## config.mk

```make
export PLATFORM = sky130hd
export DESIGN_NAME = opc_ram
export DESIGN_NICKNAME = d
export VERILOG_FILES = /design/src/hdl/orientational_pair_correlation_macros.svh /design/src/hdl/opc_ram.sv
export SDC_FILE = /design/constraint.sdc
export NUM_CORES = 1
export LEC_CHECK = 0
export BUFFER_PORTS_ARGS = -buffer_cell sky130_fd_sc_hd__buf_2
export CAP_MARGIN = 20
export CORE_MARGIN = 1.5
export CORE_UTILIZATION = 63
export CTS_BUF_LIST = sky130_fd_sc_hd__clkbuf_4
export DETAILED_ROUTE_END_ITERATION = 16
export GPL_ROUTABILITY_DRIVEN = 0
export HOLD_SLACK_MARGIN = 0.12
export PLACE_DENSITY = 0.94
export SKIP_LAST_GASP = 1
export SYNTH_ARGS = -nofsm -noshare
export SYNTH_HDL_FRONTEND = slang
export SYNTH_SLANG_ARGS = --single-unit
```

## constraint.sdc

```tcl
create_clock -name clk -period 1.9 [get_ports clk]
set_input_delay 0.285 -clock clk [delete_from_list [all_inputs] [get_ports clk]]
set_output_delay 0.285 -clock clk [all_outputs]
set_load 0.01 [all_outputs]
```

## src/hdl/orientational_pair_correlation_macros.svh

```systemverilog
// assertion macros for the orientational pair correlation block
// used by files that check their own control logic; needs clk and arst_n in scope
`ifndef ORIENTATIONAL_PAIR_CORRELATION_MACROS_SVH
`define ORIENTATIONAL_PAIR_CORRELATION_MACROS_SVH

// same-cycle implication
`define OPC_ASSERT_IMP(name, pre, post, msg) \
	name: assert property (@(posedge clk) disable iff (!arst_n) (pre) |-> (post)) else $error(msg);

// next-cycle implication
`define OPC_ASSERT_NXT(name, pre, post, msg) \
	name: assert property (@(posedge clk) disable iff (!arst_n) (pre) |=> (post)) else $error(msg);

`endif

```

## src/hdl/opc_ram.sv

```systemverilog
// generic simple dual port ram, one write and one registered read per cycle
// no dependencies
module opc_ram #(
	parameter int W  = 8,
	parameter int AW = 4
) (
	input  logic          clk,
	input  logic          we,
	input  logic [AW-1:0] waddr,
	input  logic [W-1:0]  wdata,
	input  logic [AW-1:0] raddr,
	output logic [W-1:0]  rdata
);

	logic [W-1:0] mem [0:(1 << AW)-1];

	always_ff @(posedge clk) begin
		if (we) begin
			mem[waddr] <= wdata;
		end
		rdata <= mem[raddr];
	end

endmodule

```

==> out/summary.txt <==
area grow syn2layout - 13.54%
total clock sinks - 136
Max rail drop VDD - 0.0004672 V
dpl cells - 370
fmax - 0.6574 GHz
Die Span X - 93.39 um
die height - 93.39 um
CP max FO - 1
global route total overflow - 0
setup TNS - 0 ns
critical path data required time - 2.31 ns
status - finished, final reports clean
# rows - 32
RSZ-0062 raised after global routing - no
Seq cells post-synth - 136
crit path capture type - flip-flop
post-layout worst setup margin - 0.3789 ns
vias after detailed routing - 2,631
root buffer cell - clkbuf_4
Synthesized Nets - 247
register area share after synthesis - 77.78%
Final Skew - 0.01365 ns
Starting Density - 65.93%
vias in the first global route - 2,689
number of I/O pins - 26
top cells by area, synth - edfxtp_1 (75%), mux4_2 (7.9%), mux4_1 (7.1%)
Final ANT Viol Nets - 0
number of buffers created by CTS - 17
Fillers - 424
DR iter-0 viols - 318
pwr dens - 927.0 mW/mm^2
wire length per cell - 24.86 um
Initial DRT Pass Iterations - 5
CTS tree - done
CTS clock-pin slew for the worst setup and hold paths - 0.12 ns
Leakage - 1.985 nW
Synth area leader - edfxtp_1
post-DP HPWL - 6290 um
kind of critical path - flip-flop to flip-flop
nets - 312
largest net degree at the start of global routing - 22
Max-Cap Viols - 0
DRC violations left - 0
Worst slew margin - 51.66%
DR vias/cell - 6.417
Port Buffer Count - 25
first-pass GRT wire length - 15,590 um
Arr. time, crit path - 1.93 ns
post-synthesis cell type count - 19
Non-Filler Instances - 410
Final period util - 80.06%
total track usage - 26.78%
area share of the largest cell type after synthesis - 74.67%
dpl ws - 0.07023 ns
Min-Delay Path Class - primary input to flip-flop
routed wire length - 10,190 um
Syn Area/Cell - 22.48 sq um
Die Footprint - 0.008722 sq mm
worst-case clock buffer depth - 2
slew at the pin with the worst max-slew slack - 0.7225 ns
Syn Std Cell Area - 0.005147 sq mm
Final Max Tran Viols - 0
startpoint type of the worst setup path - flip-flop
Syn Inst Count - 229
clk_lat worst skew - 0.51 ns
initial antenna violation count - 1
htree depth - 4
Fin. Hold Viols - 0
layout cells sized above 1 - 31.60%
time the worst path needs with I/O delays and setup - 1.521 ns
Ys Warns - 0
# setup viols final - 0
Core Area - 0.007807 sq mm
[cells by family (layout without fill, tap and decap cells)]
kind of cell           count (synthesis)  after routing  share of synthesized area [%]
multiplexers                          32             32                          15.02
other                                  0              1                              0
buffers and inverters                 10             88                          1.677
flip-flops                           136            136                          77.78
AO/OA/AOI/OAI                         16             16                          2.334
AND/OR/NAND/NOR                       35             35                          3.184
[metrics by stage]
stage | area (sq um) | power [mW] | utilization, % | hold slack [ns]
global placement | 5519 | 3.741 | 70.69 | 0.6552
CTS | 5842 | 5.443 | 74.82 | 0.1274
floorplan | 5147 | 3.610 | - | 0.3839
detailed placement | 5519 | 3.760 | 70.69 | 0.6647
finish | 5844 | 5.418 | 74.86 | 0.1717
global route | 5844 | 5.603 | 74.86 | 0.1207
[registers in the layout, indices dropped and copies added (netlist names)]
signal / cells
rdata: 8
mem: 128
[routing by layer]
metal  part of all wire (%)  vias up  track usage [%]
li1                       -     1107                -
met3                    9.3       12            7.073
met1                     39     1334            38.19
met4                    1.2        0            10.73
met2                     50      178            40.28
met5                      0        -                0
[cells in the mapped netlist, drive strengths merged]
| master | number |
|---|---|
| mux4 | 32 |
| nor2b | 1 |
| a22oi | 16 |
| or3b | 1 |
| nand3b | 2 |
| nand2 | 9 |
| dfxtp | 8 |
| nor2 | 13 |
| edfxtp | 128 |
| and2 | 1 |
| nor3 | 4 |
| and2b | 1 |
| clkdlybuf4s25 | 3 |
| nand3 | 1 |
| buf | 7 |
| nand2b | 2 |
[power breakdown]
group,internal [mW],leakage [nW],switching [mW],total [mW]
combinational,0.151,0.634,0.185,0.336
sequential,3.35,1.22,0.0215,3.37
clock,0.647,0.128,1.07,1.71
[layout make-up]
type	count	area (sq um)	area share, %
clock inverters	15	125.1	2.141
well taps	102	127.6	2.184
flip-flops and latches	136	4004	68.51
diodes	1	2.502	0.04282
multi-input cells	83	1057	18.09
repair buffers	56	400.4	6.851
clock buffers	17	127.6	2.184
[critical path, stage by stage, from the launching register on]
cell and delay (ns):
edfxtp_1 0.40, mux4_1 0.54, a22oi_1 0.39, nand2_1 0.09
[cells in the final DEF, fill, tap and decap left out]
master / instances
inv_6: 4
clkinv_2: 2
clkbuf_4: 17
buf_2: 25
and2_1: 1
nor3_1: 4
edfxtp_1: 128
diode_2: 1
mux4_2: 18
nor2b_1: 1
clkinvlp_4: 4
buf_4: 22
nand3_1: 1
or3b_2: 1
dfxtp_1: 8
clkinv_1: 3
a22oi_1: 16
nand3b_1: 2
nand2b_1: 2
nand2_1: 9
clkinv_4: 1
buf_12: 2
dlygate4sd3_1: 7
mux4_1: 14
bufinv_16: 1
and2b_1: 1
nor2_1: 13
[path summary, 6_finish.rpt]
path                                 from         end  slack [ns]  depth (start not counted)
worst max-delay path            mem[1][2]    rdata[2]        0.38                          3
worst min register to register  mem[8][6]    rdata[6]        0.69                          3
worst min-delay path             wdata[6]  mem[14][6]        0.17                          1
worst max register to register  mem[1][2]    rdata[2]        0.38                          3
[what timing repair did]
action / in CTS / in global routing
gates resized for setup: 0 / 0
hold buffers: 7 / 0
buffers inserted: 0 / 0
endpoints found under the hold margin: 81 / 0
(Power assumes the default switching activity.)
