[src/hdl/orientational_pair_correlation_macros.svh]
// assertion macros for the orientational pair correlation block
// used by files that check their own control logic; needs clk and arst_n in scope
`ifndef ORIENTATIONAL_PAIR_CORRELATION_MACROS_SVH
`define ORIENTATIONAL_PAIR_CORRELATION_MACROS_SVH

// same-cycle implication
`define OPC_ASSERT_IMP(name, pre, post, msg) \
	name: assert property (@(posedge clk) disable iff (!arst_n) (pre) |-> (post)) else $error(msg);

// next-cycle implication
`define OPC_ASSERT_NXT(name, pre, post, msg) \
	name: assert property (@(posedge clk) disable iff (!arst_n) (pre) |=> (post)) else $error(msg);

`endif

[src/hdl/opc_sqrt.sv]
// iterative integer square root, one root bit per cycle
// no dependencies
module opc_sqrt (
	input  logic        clk,
	input  logic        arst_n,
	input  logic        start,
	input  logic [39:0] val,
	output logic        done,
	output logic [19:0] root
);

	logic [39:0] src_q;
	logic [21:0] rem_q;
	logic [19:0] root_q;
	logic [4:0]  step_q;
	logic        run_q;
	logic        done_q;
	logic [23:0] rem_n;
	logic [23:0] trial;

	assign rem_n = {rem_q, src_q[39:38]};
	assign trial = {2'b00, root_q, 2'b01};

	always_ff @(posedge clk or negedge arst_n) begin
		if (!arst_n) begin
			run_q  <= 1'b0;
			done_q <= 1'b0;
			step_q <= '0;
		end else begin
			done_q <= 1'b0;
			if (start) begin
				run_q  <= 1'b1;
				step_q <= 5'd20;
			end else if (run_q) begin
				step_q <= step_q - 5'd1;
				if (step_q == 5'd1) begin
					run_q  <= 1'b0;
					done_q <= 1'b1;
				end
			end
		end
	end

	always_ff @(posedge clk) begin
		if (start) begin
			src_q  <= val;
			rem_q  <= '0;
			root_q <= '0;
		end else if (run_q) begin
			src_q <= {src_q[37:0], 2'b00};
			if (rem_n >= trial) begin
				rem_q  <= 22'(rem_n - trial);
				root_q <= {root_q[18:0], 1'b1};
			end else begin
				rem_q  <= rem_n[21:0];
				root_q <= {root_q[18:0], 1'b0};
			end
		end
	end

	assign done = done_q;
	assign root = root_q;

endmodule

[config.mk]
export PLATFORM = sky130hd
export DESIGN_NAME = opc_sqrt
export DESIGN_NICKNAME = d
export VERILOG_FILES = /design/src/hdl/orientational_pair_correlation_macros.svh /design/src/hdl/opc_sqrt.sv
export SDC_FILE = /design/constraint.sdc
export NUM_CORES = 1
export LEC_CHECK = 0
export ABC_AREA = 1
export ABC_CLOCK_PERIOD_IN_PS = 2300
export BUFFER_PORTS_ARGS = -buffer_cell sky130_fd_sc_hd__buf_2
export CORE_MARGIN = 2
export CORE_UTILIZATION = 50
export DETAILED_ROUTE_END_ITERATION = 6
export GPL_TIMING_DRIVEN = 0
export PLACE_DENSITY = 0.7
export RECOVER_POWER = 100
export SKIP_CTS_REPAIR_TIMING = 1
export SLEW_MARGIN = 20
export SYNTH_ARGS = -nofsm -noshare
export SYNTH_HDL_FRONTEND = slang
export SYNTH_SLANG_ARGS = --single-unit
[constraint.sdc]
create_clock -name clk -period 2.3 [get_ports clk]
set_input_delay 0.115 -clock clk [delete_from_list [all_inputs] [get_ports clk]]
set_output_delay 0.115 -clock clk [all_outputs]
set_load 0.005 [all_outputs]
==> reports/qor.yml <==
outcome: "finished, final reports clean"
ys_dominant_reg_cell: "dfxtp_1"
maxSlewViolCount: 0
place.gp.congestion: 0.889
setup_ws_ps: 222
seq_area_frac_synth_pct: 43.7
core_um2: 9820
ant_nets: 0
rsz0062_at_grt: "no"
die_w_um: 105
endpoint: "rem_q[4]"
pre_cts_ws_ps: 286
tightest_slew_ps: 673
synth_seq_cells: 89
pin_count: 64
rr_endpoint: "rem_q[4]"
drc: 0
vias_per_cell: 4.93
drv_cap: 0
ys_warn_count: 0
critPathRequiredTime_ps: 2560
hold_viol_final: 0
die_h_um: 105
async_reset_ff_share_pct: 7.87
fmax_ghz: 0.481
hpwl_um: 9190
cts.sink_count: 89
synth.avg_cell_area_um2: 7.36
clkLatencyLatePin_ps: 370
setup.worst_path.start: "root[2]"
grt_max_degree: 50
clockBufferDepth: 2
grt_pass1_vias: 4463
rr_worst_depth: 12
cts_inserted_buffers: 9
syn_to_final_growth_pct: 12.5
fp-row-count: 36
wl_per_cell_um: 13.2
ctsHtreeMaxLevel: 3
nets: 830
vias: 4443
antennaDiodeCount: 0
layout_min_cycle_time_ps: 2080
synth.cell_area_um2: 5070
dr.pass1.iters: 4
initial_utilization_pct: 51.7
finalSetupViolCount: 0
drive_above_1_share_pct: 13.7
p_per_area_nw_per_um2: 1210
num-fill-cells: 1019
synth.distinct_cells: 37
rr_startpoint: "root[2]"
synth_edf_count: 40
path_max_fanout: 10
skew_ps: 10.0
grt_pass1_wl_um: 20400
reg2reg_slack_ps: 220
fin_crit_sh_pct: 90.4
crit_path_end_kind: "flop"
max_slew_margin_pct: 55.1
synth.net_count: 756
grt-ovfl-total: 0
vdd_drop_max_uv: 407
cp-start-kind: "flop"
cts_tree: "yes"
root_buffer: "clkbuf_8"
finalWirelength_um: 11900
port_buffers: 62
holdCritPathClass: "input pin to flop"
p_leak_nw: 2.96
path_clk_slew_ps: 100
synth_cells: 689
grtUsageTotal_pct: 23.0
antenna_found_initial: 0
die_area_um2: 11000
drt_iter0_markers: 166
crit_arrival_ps: 2340
worstSetupPathType: "flop to flop"
p_total_mw: 6.91
==> Yosys cell counts, types with 5 or more instances <==
cell      number  area, um^2
nand2_1      304        1140
inv_1         84         315
dfxtp_1       42         841
edfxtp_1      40        1200
nand3_1       30         150
nor2_1        29         109
ha_1          24         300
o22ai_1       20         125
a21oi_1       18        90.1
clkbuf_1      13        48.8
o21ai_0       10        50.1
nand2_2        9        56.3
xor2_1         8        70.1
dfrtp_1        7         175
inv_2          7        26.3
nand4_1        6        37.5
nand3_2        5        50.1
==> layer usage <==
| metal | routed length [um] | track usage [%] |
|---|---|---|
| met2 | 5880 | 39.3 |
| met1 | 5410 | 29.4 |
| met5 | 0 | 0 |
| met3 | 473 | 3.37 |
| met4 | 162 | 8.67 |
==> where the power goes <==
group	switching [mW]	total (mW)	internal (mW)
combinational	2.44	3.74	1.30
clock	0.597	1.10	0.505
sequential	0.151	2.07	1.92
==> registers in the layout, indices dropped and copies added (netlist names) <==
register  cells
src_q        40
rem_q        22
root         20
step_q        5
done          1
run_q         1
==> critical path: stages, from the launching register on <==
cell,delay [ps]
dfxtp_1,340
inv_1,80
ha_1,380
nand2_1,120
nor2_2,160
nand3_1,90
nand3_1,100
nand3_2,80
nand2_4,110
buf_2,240
nand2_1,80
o211ai_1,120
nand2_1,80
==> final cells by class <==
type | count | area, um^2 | share of cell area (%)
timing repair buffer | 63 | 314 | 5.51
clock buffer | 10 | 128 | 2.24
tap | 133 | 166 | 2.92
multi-input combinational | 491 | 2400 | 42.0
buffer | 18 | 77.6 | 1.36
clock inverter | 6 | 63.8 | 1.12
inverter | 91 | 342 | 5.99
sequential | 89 | 2220 | 38.9
==> per-stage QoR <==
stage / utilization, % / hold WS [ps] / setup TNS, ps / instance area, um^2 / cells
floorplan: - / -181 / 0 / 5070 / 689
finish: 58.1 / 4.00 / 0 / 5700 / 901
global route: 58.1 / 14.1 / 0 / 5700 / 901
global placement: 56.5 / -49.3 / -39100 / 5550 / 884
CTS: 58.5 / -453 / 0 / 5740 / 900
detailed placement: 56.5 / -44.4 / 0 / 5550 / 884
==> placed cells by master (no fill, tap or decap), drive strengths merged <==
cell type    netlist  final
nor3b              1      1
and2               1      1
xnor2              3      3
edfxtp            40     40
clkbuf            13     30
nand3             35     35
o22ai             20     20
o21ai             14     14
dlygate4sd3        0      1
buf                5     60
dfxtp             42     42
xor2               8      8
a21oi             20     20
bufinv             0      1
dfrtp              7      7
o21bai             1      1
inv               91     93
nand4              6      6
ha                24     24
o211ai             4      4
clkinvlp           0      2
nor3               5      5
nor2              32     32
clkinv             0      1
nand2            315    315
nand3b             2      2
==> worst min path at each step <==
stage / startpoint / to / slack, ps / cells past startpoint
finish: val[1] / src_q[1] / 4 / 3
global route: val[0] / src_q[0] / 10 / 3
CTS: arst_n / step_q[2] / -450 / 1
detailed placement: arst_n / step_q[2] / -40 / 1
global placement: arst_n / step_q[2] / -50 / 1
floorplan: arst_n / done / -180 / 0
==> logic make-up (layout without fill, tap and decap cells) <==
kind of cell | count (synthesis) | count (layout) | synth area share [%]
AOI/OAI and AO/OA | 59 | 59 | 6.98
buffers and inverters | 109 | 188 | 8.58
adders and majority gates | 24 | 24 | 5.92
and+or+nand+nor | 397 | 397 | 32.9
DFF | 89 | 89 | 43.7
xor gates and xnor gates | 11 | 11 | 1.90
Power figures use the tool's default switching activity.
