==> config.mk <==
export PLATFORM = sky130hd
export DESIGN_NAME = opc_div
export DESIGN_NICKNAME = d
export VERILOG_FILES = /design/src/hdl/orientational_pair_correlation_macros.svh /design/src/hdl/opc_div.sv
export SDC_FILE = /design/constraint.sdc
export NUM_CORES = 1
export LEC_CHECK = 0
export ABC_AREA = 1
export ABC_CLOCK_PERIOD_IN_PS = 5130
export BUFFER_PORTS_ARGS = -buffer_cell sky130_fd_sc_hd__buf_4
export CORE_MARGIN = 4
export CORE_UTILIZATION = 28
export CTS_CLUSTER_DIAMETER = 40
export DETAILED_ROUTE_END_ITERATION = 8
export SETUP_SLACK_MARGIN = 0.05
export SYNTH_ARGS = -nofsm -noshare
export SYNTH_HDL_FRONTEND = slang
export SYNTH_SLANG_ARGS = --single-unit
==> constraint.sdc <==
create_clock -name clk -period 5.13 [get_ports clk]
set_input_delay 0.7695 -clock clk [delete_from_list [all_inputs] [get_ports clk]]
set_output_delay 0.7695 -clock clk [all_outputs]
set_load 0.005 [all_outputs]
==> src/hdl/orientational_pair_correlation_macros.svh <==
// assertion macros for the orientational pair correlation block
// used by files that check their own control logic; needs clk and arst_n in scope
`ifndef ORIENTATIONAL_PAIR_CORRELATION_MACROS_SVH
`define ORIENTATIONAL_PAIR_CORRELATION_MACROS_SVH

// same-cycle implication
`define OPC_ASSERT_IMP(name, pre, post, msg) \
	name: assert property (@(posedge clk) disable iff (!arst_n) (pre) |-> (post)) else $error(msg);

// next-cycle implication
`define OPC_ASSERT_NXT(name, pre, post, msg) \
	name: assert property (@(posedge clk) disable iff (!arst_n) (pre) |=> (post)) else $error(msg);

`endif

==> src/hdl/opc_div.sv <==
// bin mean: rounded |sum| / (pairs * 2^15) with the sign of sum, saturated;
// restoring divide one bit per cycle; no dependencies
module opc_div (
	input  logic               clk,
	input  logic               arst_n,
	input  logic               start,
	input  logic signed [55:0] sum_in,
	input  logic [22:0]        cnt_in,
	output logic               done,
	output logic signed [15:0] mean
);

	logic [55:0] mag;
	logic [37:0] den;
	logic [56:0] num;
	logic [56:0] rem_q;
	logic [53:0] dv_q;
	logic [16:0] quo_q;
	logic        neg_q;
	logic        ovf_q;
	logic [4:0]  step_q;
	logic        run_q;
	logic        done_q;

	assign mag = sum_in[55] ? 56'(-sum_in) : 56'(sum_in);
	assign den = {cnt_in, 15'd0};
	assign num = {1'b0, mag} + {20'd0, den[37:1]};

	always_ff @(posedge clk or negedge arst_n) begin
		if (!arst_n) begin
			run_q  <= 1'b0;
			done_q <= 1'b0;
			step_q <= '0;
		end else begin
			done_q <= 1'b0;
			if (start) begin
				run_q  <= 1'b1;
				step_q <= 5'd17;
			end else if (run_q) begin
				step_q <= step_q - 5'd1;
				if (step_q == 5'd1) begin
					run_q  <= 1'b0;
					done_q <= 1'b1;
				end
			end
		end
	end

	always_ff @(posedge clk) begin
		if (start) begin
			neg_q <= sum_in[55];
			// quotient of 2^17 or more saturates either way
			ovf_q <= num >= {2'b00, den, 17'd0};
			rem_q <= num;
			dv_q  <= {den, 16'd0};
			quo_q <= '0;
		end else if (run_q) begin
			dv_q <= {1'b0, dv_q[53:1]};
			if (rem_q >= {3'b000, dv_q}) begin
				rem_q <= rem_q - {3'b000, dv_q};
				quo_q <= {quo_q[15:0], 1'b1};
			end else begin
				quo_q <= {quo_q[15:0], 1'b0};
			end
		end
	end

	always_comb begin
		if (neg_q) begin
			if (ovf_q || quo_q > 17'd32768) mean = 16'sh8000;
			else mean = 16'(-quo_q);
		end else begin
			if (ovf_q || quo_q > 17'd32767) mean = 16'sh7FFF;
			else mean = 16'(quo_q);
		end
	end

	assign done = done_q;

endmodule

==> results of run 1 <==
-- flip-flops by register name, indices dropped and copies added, names as in the netlist --
name    count
done        1
dv_q       54
neg_q       1
ovf_q       1
quo_q      17
rem_q      57
run_q       1
step_q      5
-- power breakdown --
| group | switching (mW) | internal [mW] |
|---|---|---|
| registers | 0.116 | 1.56 |
| logic | 3.02 | 1.62 |
| clock network | 0.494 | 0.706 |
| total | 3.63 | 3.88 |
-- cells by family after synthesis --
group | count (synthesis) | synth area share [%]
and+or+nand+nor | 1075 | 33.5
AOI/OAI and AO/OA | 434 | 17.1
buffers and inverters | 370 | 9.81
DFF | 137 | 25.1
adders and majority gates | 108 | 9.54
xor gates and xnor gates | 78 | 4.93
-- how the worst min path moves through the flow --
stage                      to  startpoint  cells after the start
floorplan           quo_q[16]   quo_q[16]                      2
global placement    quo_q[16]   quo_q[16]                      2
detailed placement  quo_q[16]   quo_q[16]                      2
CTS                 step_q[2]      arst_n                      1
global route        step_q[2]      arst_n                      1
finish              step_q[3]      arst_n                      1
-- layer usage --
layer | wire (um) | up-vias
li1 | - | 7971
met3 | 2720 | 81
met4 | 2070 | 0
met1 | 25100 | 7241
met2 | 25700 | 460
met5 | 0 | -
-- layout make-up --
cell class | instances | area (um^2)
flip-flops and latches | 137 | 3600
inverters | 333 | 1260
multi-input cells | 1695 | 9540
repair buffers | 346 | 2650
fillers | 5429 | 31900
clock buffers | 18 | 429
clock inverters | 14 | 131
well taps | 672 | 841
-- repair_timing --
item,4_1_cts,5_1_grt
setup buffers,1,10
resized for setup,6,55
pin swaps,3,35
hold buffers,0,0
endpoints found under the setup margin,1,1
-- layout by cell type, fill, tap and decap left out, types with 22 or more instances in the layout --
cell type  netlist  routed
a21oi_1        138     133
buf_4            1     339
dfxtp_1         48      48
edfxtp_1        82      82
ha_1           106     101
inv_1          318     313
nand2_1        511     499
nand2_2         16      25
nand3_1        127     125
nor2_1         271     264
nor2_2          22      25
o21ai_0        138     133
o22ai_1         72      72
xnor2_1         22      22
xor2_1          53      53
-- metrics by stage --
stage / std cells / total power, mW / hold slack, ns
floorplan: 2202 / 4.66 / 0.421
global placement: 3172 / 6.17 / 0.439
detailed placement: 3172 / 6.22 / 0.458
CTS: 3205 / 7.45 / 0.0984
global route: 3215 / 8.16 / 0.112
finish: 3215 / 7.52 / 0.124
-- critical path: cells and delay by family --
| family | cells | cell delay (ns) |
|---|---|---|
| AO/OA/AOI/OAI | 2 | 0.18 |
| XOR/XNOR | 1 | 0.16 |
| adder cells (fa/ha/maj) | 2 | 0.68 |
| buffers and inverters | 6 | 0.71 |
| AND/OR/NAND/NOR | 27 | 2.88 |
==> results.json, run 1 <==
{
  "status": "finished clean",
  "rrSetupSlack_ns": 1.44,
  "setup.worst_path.end_class": "flop",
  "die_h_um": 234,
  "synth_edf_count": 82,
  "drt_wl_total_mm": 55.6,
  "min_path_type": "primary input to async pin",
  "p_leak_nw": 8.50,
  "synth_area_leaders": "edfxtp_1, nand2_1, ha_1",
  "post_dp_cell_area_um2": 17600,
  "cts.reportedPaths.clkPinSlew_ns": 0.06,
  "cts_buffer_depth": 2,
  "critPathMostFrequentCell": "nand2_1",
  "grt_pass1_wl_mm": 85.3,
  "cts_root_buf": "clkbuf_16",
  "dieArea_um2": 54800,
  "vias_per_cell": 4.90,
  "path_class": "primary input to flop",
  "ys_ff_latch": 137,
  "dp_hpwl_mm": 47.0,
  "insertion_delay_ns": 0.45,
  "start_util_pct": 28.4,
  "wire_per_inst_um": 17.3,
  "yosysTopAreaCell": "edfxtp_1",
  "r2r_cells": 14,
  "cts_tree": "yes",
  "max_freq_mhz": 195,
  "ys_warn_count": 0,
  "seq_area_frac_synth_pct": 25.1,
  "crit_arrival_ns": 5.42,
  "yosys-top-cells-count": "nand2_1, inv_1, nor2_1, a21oi_1, o21ai_0",
  "powerDensity_nw_per_um2": 407,
  "cp-startpoint": "sum_in[6]",
  "die_w_um": 234,
  "irDropWorstVdd_mv": 0.270,
  "fin_area_um2": 18500,
  "ys.flop_type": "edfxtp_1",
  "slowest_stage": "ha_1",
  "path_max_fanout": 4,
  "synthDistinctLibCells": 58,
  "num_vias": 15800,
  "grt_use_met2_pct": 33.5,
  "cts.sinks": 137,
  "setup_violations": 0,
  "rsz0062_at_grt": "true",
  "crit_end": "ovf_q",
  "grt_max_degree": 76,
  "r2r-end": "rem_q[0]",
  "hold_violations": 0,
  "top_usage_layer": "met2",
  "layout_setup_ws_ns": 0.0139,
  "port_buffers": 98,
  "syn-num-nets": 2392,
  "diodes": 0,
  "postLayoutCoreUtil_pct": 36.6,
  "cp.required_ns": 5.43,
  "numCtsBuffers": 17,
  "dp_slack_ns": -0.676,
  "worst_slew_pin_slew_ns": 1.12,
  "syn_to_final_growth_pct": 28.8,
  "grt_use_met3_pct": 2.31,
  "grt_pass1_vias": 15400,
  "drive_gt1_share_pct": 20.7,
  "relSlewSlack_pct": 25.0,
  "antenna_found_initial": 0,
  "async_flop_share_pct": 5.11,
  "tns_ns": 0,
  "place_congestion": 0.954,
  "met1_usage_pct": 26.7,
  "grt_use_total_pct": 20.1,
  "htreeDepth": 4,
  "fin_skew_ns": 0.0151,
  "maxCapViolations": 0,
  "avgSynthCellArea_um2": 6.50,
  "io-pin-count": 99,
  "fin_nets": 2720,
  "grt_overflow": 0,
  "ant_nets": 0,
  "critPathLaunchType": "primary input",
  "slew_viol_final": 0,
  "synthCells": 2202,
  "yosysMostFrequentCell": "nand2_1",
  "drt_first_pass_iters": 5,
  "rows": 82,
  "synth_area_um2": 14300,
  "drt-initial-drc-count": 1105,
  "synth_top_area_share_pct": 17.2,
  "critPathMaxStageDelay_ns": 0.38,
  "finalCritPeriodShare_pct": 99.7,
  "period_minus_slack_ns": 5.12,
  "worstReg2RegStart": "dv_q[40]",
  "drc": 0,
  "core-area_um2": 50400
}
(Power assumes the default switching activity.)
==> run 2: changes to the inputs <==
CELL_PAD_IN_SITES_DETAIL_PLACEMENT = 2   (was unset)
CELL_PAD_IN_SITES_GLOBAL_PLACEMENT = 2   (was unset)
PLACE_DENSITY_LB_ADDON = 0.1   (was unset)
==> run 2 against run 1 <==
First-iteration DRC count is 30% lower; critical endpoint unchanged; the run now ends with negative setup slack left; combinational power is 12% higher; global-route usage is 5.9 points higher; clock power is 5% lower; cell area is 6.9% higher.
==> results.json, run 2 (synthesis results as in run 1) <==
{
  "dp_hpwl_mm": 58.5,
  "path_class": "primary input to flop",
  "critPathLaunchType": "primary input",
  "grt_overflow": 0,
  "hold_violations": 0,
  "grt_pass1_wl_mm": 109,
  "diodes": 0,
  "slew_viol_final": 0,
  "tns_ns": -0.257,
  "dieArea_um2": 54800,
  "drt_wl_total_mm": 76.3,
  "fin_nets": 2811,
  "num_vias": 17000,
  "grt_max_degree": 58,
  "layout_common_cells": "nand2_1, buf_4, inv_1",
  "wl_met3_mm": 1.73,
  "powerDensity_nw_per_um2": 408,
  "largest_register": "rem_q",
  "critPathMaxStageDelay_ns": 0.40,
  "port_buffers": 98,
  "m1WireLength_mm": 32.1,
  "cts_hold_buf": 0,
  "cts.sinks": 137,
  "syn_to_final_growth_pct": 37.7,
  "finalCritPeriodShare_pct": 105,
  "cp.required_ns": 5.43,
  "crit_family": "simple AND/OR/NAND/NOR gates",
  "seq_area_um2": 3600,
  "wire_per_inst_um": 23.1,
  "worst_slew_pin_slew_ns": 1.22,
  "mostFrequentLayoutCell": "nand2_1",
  "critPathBufInv": 5,
  "path_max_fanout": 4,
  "crit_arrival_ns": 5.69,
  "status": "finished with violations",
  "setup.worst_path.end_class": "flop",
  "die_h_um": 234,
  "top_regs": "rem_q: 57 flops, dv_q: 54 flops, quo_q: 17 flops",
  "insertion_delay_ns": 0.45,
  "grt_pass1_vias": 18500,
  "slowest_stage": "ha_1",
  "post_dp_cell_area_um2": 17900,
  "layout_setup_ws_ns": -0.257,
  "multi_input_area_um2": 10100,
  "io-pin-count": 99,
  "start_util_pct": 28.4,
  "maxCapViolations": 0,
  "period_minus_slack_ns": 5.39,
  "cts_root_buf": "clkbuf_16",
  "min_path_type": "primary input to async pin",
  "drt-initial-drc-count": 768,
  "antenna_found_initial": 2,
  "ant_nets": 0,
  "dp.cells": 3212,
  "setup_violations": 1,
  "cts.reportedPaths.clkPinSlew_ns": 0.07,
  "fin_area_um2": 19700,
  "drive_gt1_share_pct": 27.2,
  "largest_reg_flops": 57,
  "p_leak_nw": 9.04,
  "violations": "negative setup slack",
  "wl_met2_mm": 38.6,
  "layout.cells.non_filler": 3306,
  "drc": 0,
  "max_freq_mhz": 186,
  "rsz0062_at_grt": "true",
  "relSlewSlack_pct": 17.9,
  "irDropWorstVdd_mv": 0.253,
  "numCtsBuffers": 17,
  "top_layer_used": "met4",
  "fin_skew_ns": 0.0135,
  "vias_per_cell": 5.15,
  "drt_first_pass_iters": 5,
  "core-area_um2": 50400,
  "cts_tree": "yes",
  "rows": 82,
  "htreeDepth": 4,
  "die_w_um": 234,
  "place_congestion": 0.903,
  "fillers": 6049,
  "cts_buffer_depth": 2,
  "grt_use_total_pct": 26.0
}
## run 2: metal layers
| metal | track usage, % | vias up |
|---|---|---|
| met5 | 0 | - |
| met4 | 10.6 | 0 |
| met3 | 2.05 | 119 |
| met2 | 47.7 | 296 |
| met1 | 31.4 | 8474 |
| li1 | - | 8122 |
## run 2: final timing paths
path	startpoint	to	slack, ns	cells after the start
min in group clk	quo_q[16]	quo_q[16]	0.49	2
max in group asynchronous	arst_n	step_q[4]	4.88	1
hold reg to reg	quo_q[16]	quo_q[16]	0.49	2
setup reg to reg	rem_q[12]	rem_q[15]	1.18	13
hold / removal	arst_n	step_q[0]	0.13	1
setup / recovery	sum_in[17]	ovf_q	-0.26	32
## run 2: stage by stage
step                setup WS [ns]  hold slack [ns]  power (mW)  util [%]
floorplan                  0.0605            0.421        4.66         -
global placement           -0.573            0.440        6.42      35.5
detailed placement         -0.897            0.481        6.60      35.5
CTS                       -0.0877            0.103        7.86      37.5
global route               -0.591            0.120        8.70      39.1
finish                     -0.257            0.132        8.04      39.1
## run 2: final cells by class
cell class	count	share of cell area (%)
multi-input combinational	1695	51.3
sequential	137	18.2
timing repair buffer	437	17.1
inverter	333	6.43
tap	672	4.26
clock buffer	18	2.18
clock inverter	14	0.514
## run 2: power breakdown
group	internal [mW]	leakage, nW	switching (mW)
Combinational	1.74	7.45	3.48
Clock	0.617	0.245	0.526
Sequential	1.56	1.35	0.119
## run 2: repair_timing
action                                  CTS  global route
resized for setup                        69           150
setup buffers                            37            26
endpoints found under the setup margin    1             3
gates cloned                              0             0
pin swaps                                45            80
